$ cat src/design/assert_macros.svh
// ---------------------------------------------------------------------------
// assertion helpers included by lrpa_walker
// ---------------------------------------------------------------------------
`ifndef ASSERT_MACROS_SVH
`define ASSERT_MACROS_SVH

// antecedent holds, consequent holds in the same cycle
`define ASSERT_SAME(label, clk, rst_n, ante, cons, msg) \
    label: assert property (@(posedge clk) disable iff (!rst_n) (ante) |-> (cons)) \
        else $error(msg);

// antecedent holds, consequent holds in the cycle after
`define ASSERT_NEXT(label, clk, rst_n, ante, cons, msg) \
    label: assert property (@(posedge clk) disable iff (!rst_n) (ante) |=> (cons)) \
        else $error(msg);

`endif

$ cat src/design/lrpa_pkg.sv
// ---------------------------------------------------------------------------
// lrpa_pkg
// shared types and constants of the line raster pixel address block
// ---------------------------------------------------------------------------
package lrpa_pkg;

    typedef enum logic [2:0] {
        CFG_FRAME_BASE  = 3'd0,
        CFG_X_RES       = 3'd1,
        CFG_Y_RES       = 3'd2,
        CFG_X_OFFSET    = 3'd3,
        CFG_Y_OFFSET    = 3'd4,
        CFG_BYTES_PIXEL = 3'd5,
        CFG_LINE_PITCH  = 3'd6
    } cfg_index_t;

    localparam logic ACT_LOAD = 1'b0;
    localparam logic ACT_STEP = 1'b1;

    localparam logic [31:0] RST_FRAME_BASE  = 32'd0;
    localparam logic [11:0] RST_X_RES       = 12'd640;
    localparam logic [11:0] RST_Y_RES       = 12'd480;
    localparam logic [11:0] RST_X_OFFSET    = 12'd0;
    localparam logic [11:0] RST_Y_OFFSET    = 12'd0;
    localparam logic [3:0]  RST_BYTES_PIXEL = 4'd4;
    localparam logic [15:0] RST_LINE_PITCH  = 16'd2560;

    typedef struct packed {
        logic [31:0] frame_base;
        logic [11:0] x_res;
        logic [11:0] y_res;
        logic [11:0] x_offset;
        logic [11:0] y_offset;
        logic [3:0]  bytes_pixel;
        logic [15:0] line_pitch;
    } cfg_regs_t;

    // walker status seen by the output stage
    typedef struct packed {
        logic on_line;
        logic last;
    } pix_ctrl_t;

endpackage

$ cat src/design/line_raster_pixel_address.sv
// ---------------------------------------------------------------------------
// line_raster_pixel_address
// all-octant line walker with clipping and framebuffer address generation
//
// channel   dir  handshake            payload
// config    in   cfg_we               cfg_index, cfg_data
// input     in   in_valid / in_ready  action, x_start, y_start, x_end, y_end, color
// output    out  out_valid / out_ready pixel_valid, pixel_x, pixel_y, visible,
//                                     pixel_address, pixel_color, last
//
// one item per cycle while the output is not stalled; a step word appears at the output the cycle after acceptance
// the walker state and the result register form the only pipeline stage
// a load word updates the walker and produces no output word
// input stalls only while the result register holds a word not yet taken
// reset clears the walker's active flag and the result valid, and restores the
// register defaults
// ---------------------------------------------------------------------------
module line_raster_pixel_address
    import lrpa_pkg::*;
#(
    parameter int COORD_BITS = 13,
    parameter int ADDR_BITS  = 32
) (
    input  logic                         clk,
    input  logic                         rst_n,
    input  logic                         cfg_we,
    input  logic [2:0]                   cfg_index,
    input  logic [31:0]                  cfg_data,
    input  logic                         in_valid,
    output logic                         in_ready,
    input  logic                         action,
    input  logic signed [COORD_BITS-1:0] x_start,
    input  logic signed [COORD_BITS-1:0] y_start,
    input  logic signed [COORD_BITS-1:0] x_end,
    input  logic signed [COORD_BITS-1:0] y_end,
    input  logic [31:0]                  color,
    output logic                         out_valid,
    input  logic                         out_ready,
    output logic                         pixel_valid,
    output logic signed [COORD_BITS-1:0] pixel_x,
    output logic signed [COORD_BITS-1:0] pixel_y,
    output logic                         visible,
    output logic [ADDR_BITS-1:0]         pixel_address,
    output logic [31:0]                  pixel_color,
    output logic                         last
);

    cfg_regs_t cfg_reg, cfg_next;

    logic                         accept, load, step;
    logic signed [COORD_BITS-1:0] cur_x, cur_y;
    logic [31:0]                  line_color;
    pix_ctrl_t                    ctrl;

    always_comb
    begin
        cfg_next = cfg_reg;
        if (cfg_we)
        begin
            unique case (cfg_index)
                CFG_FRAME_BASE:  cfg_next.frame_base  = cfg_data;
                CFG_X_RES:       cfg_next.x_res       = cfg_data[11:0];
                CFG_Y_RES:       cfg_next.y_res       = cfg_data[11:0];
                CFG_X_OFFSET:    cfg_next.x_offset    = cfg_data[11:0];
                CFG_Y_OFFSET:    cfg_next.y_offset    = cfg_data[11:0];
                CFG_BYTES_PIXEL: cfg_next.bytes_pixel = cfg_data[3:0];
                CFG_LINE_PITCH:  cfg_next.line_pitch  = cfg_data[15:0];
                default:         cfg_next = cfg_reg;
            endcase
        end
    end

    always_ff @(posedge clk or negedge rst_n)
    begin
        if (!rst_n)
        begin
            cfg_reg.frame_base  <= RST_FRAME_BASE;
            cfg_reg.x_res       <= RST_X_RES;
            cfg_reg.y_res       <= RST_Y_RES;
            cfg_reg.x_offset    <= RST_X_OFFSET;
            cfg_reg.y_offset    <= RST_Y_OFFSET;
            cfg_reg.bytes_pixel <= RST_BYTES_PIXEL;
            cfg_reg.line_pitch  <= RST_LINE_PITCH;
        end
        else
        begin
            cfg_reg <= cfg_next;
        end
    end

    assign in_ready = !out_valid || out_ready;
    assign accept   = in_valid && in_ready;
    assign load     = accept && (action == ACT_LOAD);
    assign step     = accept && (action == ACT_STEP);

    lrpa_walker #(
        .COORD_BITS (COORD_BITS)
    ) u_walker (
        .clk        (clk),
        .rst_n      (rst_n),
        .load       (load),
        .step       (step),
        .x_start    (x_start),
        .y_start    (y_start),
        .x_end      (x_end),
        .y_end      (y_end),
        .color      (color),
        .cur_x      (cur_x),
        .cur_y      (cur_y),
        .line_color (line_color),
        .ctrl       (ctrl)
    );

    lrpa_pixel #(
        .COORD_BITS (COORD_BITS),
        .ADDR_BITS  (ADDR_BITS)
    ) u_pixel (
        .clk           (clk),
        .rst_n         (rst_n),
        .capture       (step),
        .out_ready     (out_ready),
        .ctrl          (ctrl),
        .cur_x         (cur_x),
        .cur_y         (cur_y),
        .line_color    (line_color),
        .cfg           (cfg_reg),
        .out_valid     (out_valid),
        .pixel_valid   (pixel_valid),
        .pixel_x       (pixel_x),
        .pixel_y       (pixel_y),
        .visible       (visible),
        .pixel_address (pixel_address),
        .pixel_color   (pixel_color),
        .last          (last)
    );

endmodule

$ cat src/design/lrpa_walker.sv
// ---------------------------------------------------------------------------
// lrpa_walker
// bresenham state: position, endpoints, direction, spans, error term and color, one step a cycle
// ---------------------------------------------------------------------------
`include "assert_macros.svh"

module lrpa_walker
    import lrpa_pkg::*;
#(
    parameter int COORD_BITS = 13
) (
    input  logic                         clk,
    input  logic                         rst_n,
    input  logic                         load,
    input  logic                         step,
    input  logic signed [COORD_BITS-1:0] x_start,
    input  logic signed [COORD_BITS-1:0] y_start,
    input  logic signed [COORD_BITS-1:0] x_end,
    input  logic signed [COORD_BITS-1:0] y_end,
    input  logic [31:0]                  color,
    output logic signed [COORD_BITS-1:0] cur_x,
    output logic signed [COORD_BITS-1:0] cur_y,
    output logic [31:0]                  line_color,
    output pix_ctrl_t                    ctrl
);

    localparam int ERRW = COORD_BITS + 3;

    logic                         active_reg, active_next;
    logic signed [COORD_BITS-1:0] cur_x_reg, cur_x_next;
    logic signed [COORD_BITS-1:0] cur_y_reg, cur_y_next;
    logic signed [COORD_BITS-1:0] end_x_reg, end_x_next;
    logic signed [COORD_BITS-1:0] end_y_reg, end_y_next;
    logic                         dir_x_neg_reg, dir_x_neg_next;
    logic                         dir_y_neg_reg, dir_y_neg_next;
    logic [COORD_BITS-1:0]        span_x_reg, span_x_next;
    logic [COORD_BITS-1:0]        span_y_reg, span_y_next;
    logic signed [ERRW-1:0]       err_reg, err_next;
    logic [31:0]                  color_reg, color_next;

    logic signed [COORD_BITS:0]   dx, dy;
    logic [COORD_BITS-1:0]        load_span_x, load_span_y;
    logic signed [ERRW-1:0]       e2, neg_sy, pos_sx;
    logic                         at_end, move_x, move_y;

    assign at_end = (cur_x_reg == end_x_reg) && (cur_y_reg == end_y_reg);

    always_comb
    begin
        dx = (COORD_BITS+1)'(x_end) - (COORD_BITS+1)'(x_start);
        dy = (COORD_BITS+1)'(y_end) - (COORD_BITS+1)'(y_start);
        load_span_x = dx[COORD_BITS] ? COORD_BITS'(-dx) : COORD_BITS'(dx);
        load_span_y = dy[COORD_BITS] ? COORD_BITS'(-dy) : COORD_BITS'(dy);

        e2     = err_reg <<< 1;
        neg_sy = -$signed(ERRW'(span_y_reg));
        pos_sx = $signed(ERRW'(span_x_reg));
        move_x = (e2 >= neg_sy);
        move_y = (e2 <= pos_sx);

        active_next    = active_reg;
        cur_x_next     = cur_x_reg;
        cur_y_next     = cur_y_reg;
        end_x_next     = end_x_reg;
        end_y_next     = end_y_reg;
        dir_x_neg_next = dir_x_neg_reg;
        dir_y_neg_next = dir_y_neg_reg;
        span_x_next    = span_x_reg;
        span_y_next    = span_y_reg;
        err_next       = err_reg;
        color_next     = color_reg;

        if (load)
        begin
            active_next    = 1'b1;
            cur_x_next     = x_start;
            cur_y_next     = y_start;
            end_x_next     = x_end;
            end_y_next     = y_end;
            dir_x_neg_next = dx[COORD_BITS] || (dx == '0);
            dir_y_neg_next = dy[COORD_BITS] || (dy == '0);
            span_x_next    = load_span_x;
            span_y_next    = load_span_y;
            err_next       = $signed(ERRW'(load_span_x)) - $signed(ERRW'(load_span_y));
            color_next     = color;
        end
        else if (step && active_reg)
        begin
            if (at_end)
            begin
                active_next = 1'b0;
            end
            else
            begin
                err_next = err_reg + (move_x ? neg_sy : '0) + (move_y ? pos_sx : '0);
                if (move_x)
                begin
                    cur_x_next = dir_x_neg_reg ? cur_x_reg - COORD_BITS'(1)
                                               : cur_x_reg + COORD_BITS'(1);
                end
                if (move_y)
                begin
                    cur_y_next = dir_y_neg_reg ? cur_y_reg - COORD_BITS'(1)
                                               : cur_y_reg + COORD_BITS'(1);
                end
            end
        end
    end

    always_ff @(posedge clk or negedge rst_n)
    begin
        if (!rst_n)
        begin
            active_reg    <= 1'b0;
            cur_x_reg     <= '0;
            cur_y_reg     <= '0;
            end_x_reg     <= '0;
            end_y_reg     <= '0;
            dir_x_neg_reg <= 1'b0;
            dir_y_neg_reg <= 1'b0;
            span_x_reg    <= '0;
            span_y_reg    <= '0;
            err_reg       <= '0;
            color_reg     <= '0;
        end
        else
        begin
            active_reg    <= active_next;
            cur_x_reg     <= cur_x_next;
            cur_y_reg     <= cur_y_next;
            end_x_reg     <= end_x_next;
            end_y_reg     <= end_y_next;
            dir_x_neg_reg <= dir_x_neg_next;
            dir_y_neg_reg <= dir_y_neg_next;
            span_x_reg    <= span_x_next;
            span_y_reg    <= span_y_next;
            err_reg       <= err_next;
            color_reg     <= color_next;
        end
    end

    assign cur_x        = cur_x_reg;
    assign cur_y        = cur_y_reg;
    assign line_color   = color_reg;
    assign ctrl.on_line = active_reg;
    assign ctrl.last    = at_end;

    `ASSERT_NEXT(a_load_arms, clk, rst_n, load, active_reg, "load did not arm the walker")
    `ASSERT_SAME(a_idle_cause, clk, rst_n, $fell(active_reg),
        $past(step) && $past(at_end) && !$past(load), "walker went idle before end point")
    `ASSERT_NEXT(a_step_moves, clk, rst_n, step && !load && active_reg && !at_end,
        (cur_x_reg != $past(cur_x_reg)) || (cur_y_reg != $past(cur_y_reg)),
        "step did not advance the walker")

endmodule

$ cat src/design/lrpa_pixel.sv
// ---------------------------------------------------------------------------
// lrpa_pixel
// clip test and framebuffer address of the current pixel, result register
// ---------------------------------------------------------------------------
module lrpa_pixel
    import lrpa_pkg::*;
#(
    parameter int COORD_BITS = 13,
    parameter int ADDR_BITS  = 32
) (
    input  logic                         clk,
    input  logic                         rst_n,
    input  logic                         capture,
    input  logic                         out_ready,
    input  pix_ctrl_t                    ctrl,
    input  logic signed [COORD_BITS-1:0] cur_x,
    input  logic signed [COORD_BITS-1:0] cur_y,
    input  logic [31:0]                  line_color,
    input  cfg_regs_t                    cfg,
    output logic                         out_valid,
    output logic                         pixel_valid,
    output logic signed [COORD_BITS-1:0] pixel_x,
    output logic signed [COORD_BITS-1:0] pixel_y,
    output logic                         visible,
    output logic [ADDR_BITS-1:0]         pixel_address,
    output logic [31:0]                  pixel_color,
    output logic                         last
);

    localparam int AXW  = ((COORD_BITS > 13) ? COORD_BITS : 13) + 1;
    localparam int VW   = (COORD_BITS > 12) ? COORD_BITS : 12;
    localparam int WIDE = ADDR_BITS + AXW + 17;

    logic signed [AXW-1:0]    ax, ay;
    logic signed [AXW-1:0]    x_off, y_off;
    logic signed [4:0]        bpp;
    logic signed [16:0]       pitch;
    logic signed [AXW+4:0]    prod_x;
    logic signed [AXW+16:0]   prod_y;
    logic signed [WIDE-1:0]   prod_x_w, prod_y_w;
    logic [WIDE-1:0]          base_w;
    logic [ADDR_BITS-1:0]     addr;
    logic [VW-1:0]            ux, uy;
    logic                     vis;

    logic                         valid_reg, valid_next;
    logic                         pix_valid_reg;
    logic signed [COORD_BITS-1:0] x_reg, y_reg;
    logic                         vis_reg, last_reg;
    logic [ADDR_BITS-1:0]         addr_reg;
    logic [31:0]                  color_reg;

    always_comb
    begin
        x_off = $signed(AXW'(cfg.x_offset));
        y_off = $signed(AXW'(cfg.y_offset));
        ax    = AXW'(cur_x) + x_off;
        ay    = AXW'(cur_y) + y_off;
        bpp   = $signed({1'b0, cfg.bytes_pixel});
        pitch = $signed({1'b0, cfg.line_pitch});

        prod_x   = ax * bpp;
        prod_y   = ay * pitch;
        prod_x_w = WIDE'(prod_x);
        prod_y_w = WIDE'(prod_y);
        base_w   = WIDE'(cfg.frame_base);
        // everything wraps at the address width
        addr = base_w[ADDR_BITS-1:0] + prod_x_w[ADDR_BITS-1:0] + prod_y_w[ADDR_BITS-1:0];

        ux  = VW'($unsigned(cur_x));
        uy  = VW'($unsigned(cur_y));
        vis = !cur_x[COORD_BITS-1] && (ux < VW'(cfg.x_res)) &&
              !cur_y[COORD_BITS-1] && (uy < VW'(cfg.y_res));

        valid_next = valid_reg;
        if (capture)
        begin
            valid_next = 1'b1;
        end
        else if (out_ready)
        begin
            valid_next = 1'b0;
        end
    end

    always_ff @(posedge clk or negedge rst_n)
    begin
        if (!rst_n)
        begin
            valid_reg <= 1'b0;
        end
        else
        begin
            valid_reg <= valid_next;
        end
    end

    // an idle walker gives an all-zero word
    always_ff @(posedge clk)
    begin
        if (capture)
        begin
            pix_valid_reg <= ctrl.on_line;
            x_reg         <= ctrl.on_line ? cur_x : '0;
            y_reg         <= ctrl.on_line ? cur_y : '0;
            vis_reg       <= ctrl.on_line && vis;
            addr_reg      <= ctrl.on_line ? addr : '0;
            color_reg     <= ctrl.on_line ? line_color : '0;
            last_reg      <= ctrl.on_line && ctrl.last;
        end
    end

    assign out_valid     = valid_reg;
    assign pixel_valid   = pix_valid_reg;
    assign pixel_x       = x_reg;
    assign pixel_y       = y_reg;
    assign visible       = vis_reg;
    assign pixel_address = addr_reg;
    assign pixel_color   = color_reg;
    assign last          = last_reg;

endmodule

$ cat config.mk
export PLATFORM = sky130hd
export DESIGN_NAME = line_raster_pixel_address
export DESIGN_NICKNAME = d
export VERILOG_FILES = /design/src/design/lrpa_pkg.sv /design/src/design/line_raster_pixel_address.sv /design/src/design/lrpa_walker.sv /design/src/design/lrpa_pixel.sv
export VERILOG_INCLUDE_DIRS = /design/src /design/src/design
export SDC_FILE = /design/constraint.sdc
export NUM_CORES = 2
export LEC_CHECK = 0
export ABC_CLOCK_PERIOD_IN_PS = 14500
export BUFFER_PORTS_ARGS = -buffer_cell sky130_fd_sc_hd__buf_2
export CORE_MARGIN = 3
export CORE_UTILIZATION = 60
export CTS_CLUSTER_DIAMETER = 80
export DETAILED_ROUTE_END_ITERATION = 10
export PLACE_DENSITY = 0.86
export SLEW_MARGIN = 25
export SYNTH_ARGS = -nofsm -noshare
export SYNTH_HDL_FRONTEND = slang
export SYNTH_HIERARCHICAL = 1
export SYNTH_SLANG_ARGS = --single-unit
$ cat constraint.sdc
create_clock -name clk -period 14.5 [get_ports clk]
set_clock_uncertainty 0.2 [all_clocks]
set_input_delay 1.45 -clock clk [delete_from_list [all_inputs] [get_ports clk]]
set_output_delay 1.45 -clock clk [all_outputs]
set_load 0.005 [all_outputs]
* Word-level counts from Yosys, hierarchy flattened *
Cells that the tools add are included.

cells by class
  reduce and logical (&&, ||, !) cells = 35
  $lt $le $gt $ge = 4
  mux-type cells = 22
  add/sub/neg operators = 16
  multipliers = 2
  bitwise operators = 1
  eq/ne operators = 9

operator list
  operator                                            number
  two-way mux 13 bit                                  13
  adder 32 bit                                        2
  two-way mux 16 bit                                  4
  subtractor 13 x 13 -> 14 bit                        3
  adder 16 bit                                        2
  multiplier 14 x 17 -> 31 bit                        1
  adder 13 x 13 -> 14 bit                             2
  zero test 14 bit                                    2
  adder 13 x 2 -> 13 bit, second input constant       2
  == test 13 bit                                      2
  less-than comparator 13 x 12 -> 1 bit               2
  negator 13 bit                                      2
  subtractor 13 x 2 -> 13 bit, second input constant  2
  multiplier 14 x 5 -> 19 bit                         1
  AND reduction 2 bit                                 9
  >= comparator 16 bit                                1
  <= comparator 16 x 14 -> 1 bit                      1
  negator 13 -> 16 bit                                1
  logical AND 1 bit                                   10
  nonzero test 2 bit                                  5
  == test 3 bit, second input constant                3
  == test 3 x 2 -> 1 bit, second input constant       2
  AND reduction 3 bit                                 2
  two-way mux 1 bit                                   5
  6 further kinds                                     10

word-level totals
  bits in registers = 323
  input bits = 125

* Longest topological paths before layout *
  word-level depth = 8
  mapped depth = 47
  depth with buffers taken out = 46

* By module *
Netlist, hierarchy kept.

modules (own cells, without submodules)
  module                     sequential area each (µm²)  area each (µm²)  times used  cells an instance
  lrpa_pixel                 2,817.7                     16,654.7         1           1,789
  lrpa_walker                3,203.1                     10,651.5         1           1,153
  line_raster_pixel_address  2,513.7                     3,846.2          1           218

* Least setup slack after synthesis *
OpenSTA, ideal clock, no wires.

  kind = reg2reg
  start = register u_walker.cur_y_reg[0], in the netlist u_walker/cur_y[0]
  end = register u_pixel.addr_reg[31], in the netlist u_pixel/pixel_address[31] (data pin)
  cell stages (with the launch flop) = 45
  data arrival time = 10.000 ns
  slack = 4.045 ns
  buffers on the path = 1
  path through = dfrtp_1 > ha_1 > inv_1 > fa_1 > nor2b_1 > o21ai_1 > a21boi_0 > o21ai_0 > a21boi_0 > o21ai_1 > a21oi_1 > o41ai_1 > xnor2_1 > buf_2 > nand2_1 > fa_1 > fa_1 > inv_1 > [9 not listed] > or4_1 > o311ai_1 > a21oi_1 > nor2_1 > xor2_1 > fa_1 > inv_1 > ha_1 > a21oi_1 > nand2_1 > a21oi_1 > a21boi_0 > o21ai_0 > a22oi_1 > o221ai_1 > xnor2_1 > xnor3_1 > and2_1

on the way
  word-level cells in the longest chain between the ends = 3

RTL lines
  what                          line                RTL
  start: declaration            lrpa_walker.sv:31   logic signed [COORD_BITS-1:0] cur_y_reg, cur_y_next;
  start signal: assignment      lrpa_walker.sv:130  cur_y_reg <= cur_y_next;
  adder 13 x 13 -> 14 bit       lrpa_pixel.sv:58    ay = AXW'(cur_y) + y_off;
  multiplier 14 x 17 -> 31 bit  lrpa_pixel.sv:63    prod_y = ay * pitch;
  adder 32 bit                  lrpa_pixel.sv:68    addr = base_w[ADDR_BITS-1:0] + prod_x_w[ADDR_BITS-1:0] + prod_y_w[ADDR_BITS-1:0];
  end signal: assignment        lrpa_pixel.sv:107   addr_reg <= ctrl.on_line ? addr : '0;
  end: declaration              lrpa_pixel.sv:50    logic [ADDR_BITS-1:0] addr_reg;

Every way passes these cells.
A chain may end at the register's enable or synchronous reset.

* Worst setup path after layout *
  start = register u_walker.cur_y_reg[1], in the netlist u_walker/cur_y[1]
  end = register u_pixel.addr_reg[31], in the netlist u_pixel/pixel_address[31] (data pin)

Same word-level chain as after synthesis.

==> impl_metrics.yaml <==
synthesis:
  syn_inst: 3160
  synth-seq-cells: 322
  synth.largest_area_cell: "dfrtp_1"
  synth_edf_count: 93
  ys_top_cells_by_count: "inv_1 (439), ha_1 (328), fa_1 (248)"
  synth_ff_type: "dfrtp_1"
  ys_warn_count: 6
  ys_seq_area_share_pct: 27.40
  synth.area.top_cells: "dfrtp_1 (18%), fa_1 (16%), ha_1 (13%)"
  yosysMostFrequentCell: "inv_1"
  synth_fp_nets: 3861
  syn_area_um2: 31150
  yosysUniqueCellTypes: 93
  async_reset_ff_share_pct: 71.12
  synth_top_cell_area_share_pct: 17.67
  syn_area_per_cell_um2: 9.858
route:
  avgViaCountPerCell: 5.804
  vias: 23580
  finalWirelength_um: 77610
  drtPass1Iterations: 6
  first_iter_violations: 2031
  drc: 0
  post_drt_wl_per_cell_um: 19.10
  ant_nets: 0
global_routing:
  grt.overflow.total: 0
  grt_max_degree: 104
  grt_use_met2_pct: 48.73
  met1_usage_pct: 36.68
  grt_pass1_vias: 23990
  antenna_found_initial: 2
  use_met3_pct: 5.114
  grtUsageTotal_pct: 28.62
  grt_pass1_wl_um: 124200
  top_usage_layer: "met2"
clocking:
  clock-sinks: 322
  cts_setup_buffers: 0
  clock-root-buffer: "clkbuf_16"
  ctsHtreeMaxLevel: 2
  cts-buffers-inserted: 39
  clock_latency_ns: 0.58
  cts_resized: 0
  clk_pin_slew_ns: 0.06
  cts_tree: "yes"
  cts-hold-fix-buffers: 0
  cts_buffer_depth: 3
worst_setup_path:
  critPathLaunchType: "flip-flop"
  critPathTopFamily: "adder cells"
  r2r_start: "u_walker/cur_y[1]$_DFFE_PN0P_"
  ff2ff_path_depth: 41
  crit_start: "u_walker/cur_y[1]$_DFFE_PN0P_"
  crit_required_ns: 14.62
  crit_path_frequent_cell: "fa_1"
  path_class: "reg -> reg"
  critPathSlowestCell: "xnor2_2"
  critPathMaxFanout: 16
  reg2reg_slack_ns: 2.92
  path_buf_inv: 4
  rr_endpoint: "u_pixel/pixel_address[31]$_SDFFCE_PN0P_"
  endpoint: "u_pixel/pixel_address[31]$_SDFFCE_PN0P_"
  crit_path_end_kind: "flip-flop"
  arrival_ns: 11.70
  cp.depth: 41
  critical_path.max_stage_delay_ns: 0.62
sta:
  setup_viol: 0
  fin_crit_ns: 11.58
  tightest_slew_ns: 1.010
  hold_violations: 0
  timing.final.crit_share_pct: 79.90
  max_freq_mhz: 86.32
  setup_slack_ns: 2.915
  tns_ns: 0
  rsz0062_at_grt: "no"
  slew_violations: 0
  relSlewSlack_pct: 32.67
floorplan:
  io_pins: 220
  core_um2: 50680
  die_w_um: 233.9
  die_area_um2: 54690
  core.rowCount: 82
  start_util_pct: 61.46
  die_h_um: 233.9
run_status:
  status: "finished, final reports clean"
placement:
  dpl.hpwl_um: 60100
  port_buffers: 219
  dp_slack_ns: 3.022
  place_congestion: 0.9586
flow_run:
  max_cap_violations: 0
cells_and_area:
  fin_nets: 4059
  areaGrowthSynthToFinish_pct: 9.949
  largest_reg_flops: 100
  drive_gt1_share_pct: 15.28
hold_path:
  hold_class: "reg -> reg"
==> area by class of cell <==
type	count	area, um2
diodes	2	5.005
flip-flops and latches	322	8536
clock buffers	51	1071
inverters	440	1652
well taps	672	840.8
repair buffers	241	1291
clock inverters	21	255.2
fillers	3791	16430
multi-input cells	2314	20600
==> worst min path at each step <==
| stage | start | end | slack (ns) | cells past startpoint |
|---|---|---|---|---|
| after floorplan | cfg_reg[84]$_DFFE_PN0P_ | cfg_reg[84]$_DFFE_PN0P_ | 0.26 | 1 |
| final | cfg_reg[85]$_DFFE_PN0P_ | cfg_reg[85]$_DFFE_PN0P_ | 0.29 | 1 |
| after CTS | cfg_reg[85]$_DFFE_PN0P_ | cfg_reg[85]$_DFFE_PN0P_ | 0.29 | 1 |
| after global routing | cfg_reg[84]$_DFFE_PN0P_ | cfg_reg[84]$_DFFE_PN0P_ | 0.31 | 1 |
| after detailed placement | cfg_reg[85]$_DFFE_PN0P_ | cfg_reg[85]$_DFFE_PN0P_ | 0.28 | 1 |
| after global placement | cfg_reg[85]$_DFFE_PN0P_ | cfg_reg[85]$_DFFE_PN0P_ | 0.27 | 1 |
==> metal layers <==
metal	up-vias	share of wire, %
li1	10960	-
met1	11540	40
met2	900	49
met3	183	7.1
met4	2	3.9
met5	-	0.017
==> per-stage QoR <==
| step | cell area, um2 | hold slack [ns] | utilization [%] | std cells |
|---|---|---|---|---|
| after floorplan | 31150 | 0.2581 | - | 3160 |
| after global placement | 32890 | 0.2735 | 64.89 | 3988 |
| after detailed placement | 32890 | 0.2806 | 64.89 | 3988 |
| after CTS | 34220 | 0.2932 | 67.51 | 4060 |
| after global routing | 34250 | 0.3073 | 67.57 | 4062 |
| final | 34250 | 0.2891 | 67.58 | 4063 |
==> placed cells by master (no fill, tap or decap), types with 12 or more instances in the layout <==
cell type and count:
inv_1 439, ha_1 328, fa_1 248, nand2_1 244, dfrtp_1 219, buf_2 218
and2_1 179, nor2_1 176, mux2_2 166, a21oi_1 143, xnor2_1 109, edfxtp_1 93
xor2_1 90, o21ai_0 72, a21o_1 65, nor2b_1 45, o21ai_1 40, nand2b_1 39
clkbuf_16 39, nor3_1 35, nand3_1 29, mux2i_1 28, o21a_1 23, a211oi_1 22
buf_4 21, nor4_1 17, o21bai_1 17, o31ai_1 14, nand4_1 12
==> logic make-up after synthesis <==
logic type,after synthesis,share of synthesized area (%)
AOI/OAI and AO/OA,492,10.27
xor gates and xnor gates,204,5.828
adders and majority gates,576,29.11
buffers and inverters,524,6.559
DFF,322,27.40
muxes,197,7.009
and+or+nand+nor,845,13.83
Power is not shown: default switching activity piles up to over one toggle a cycle in this logic, so the estimate is an artifact.
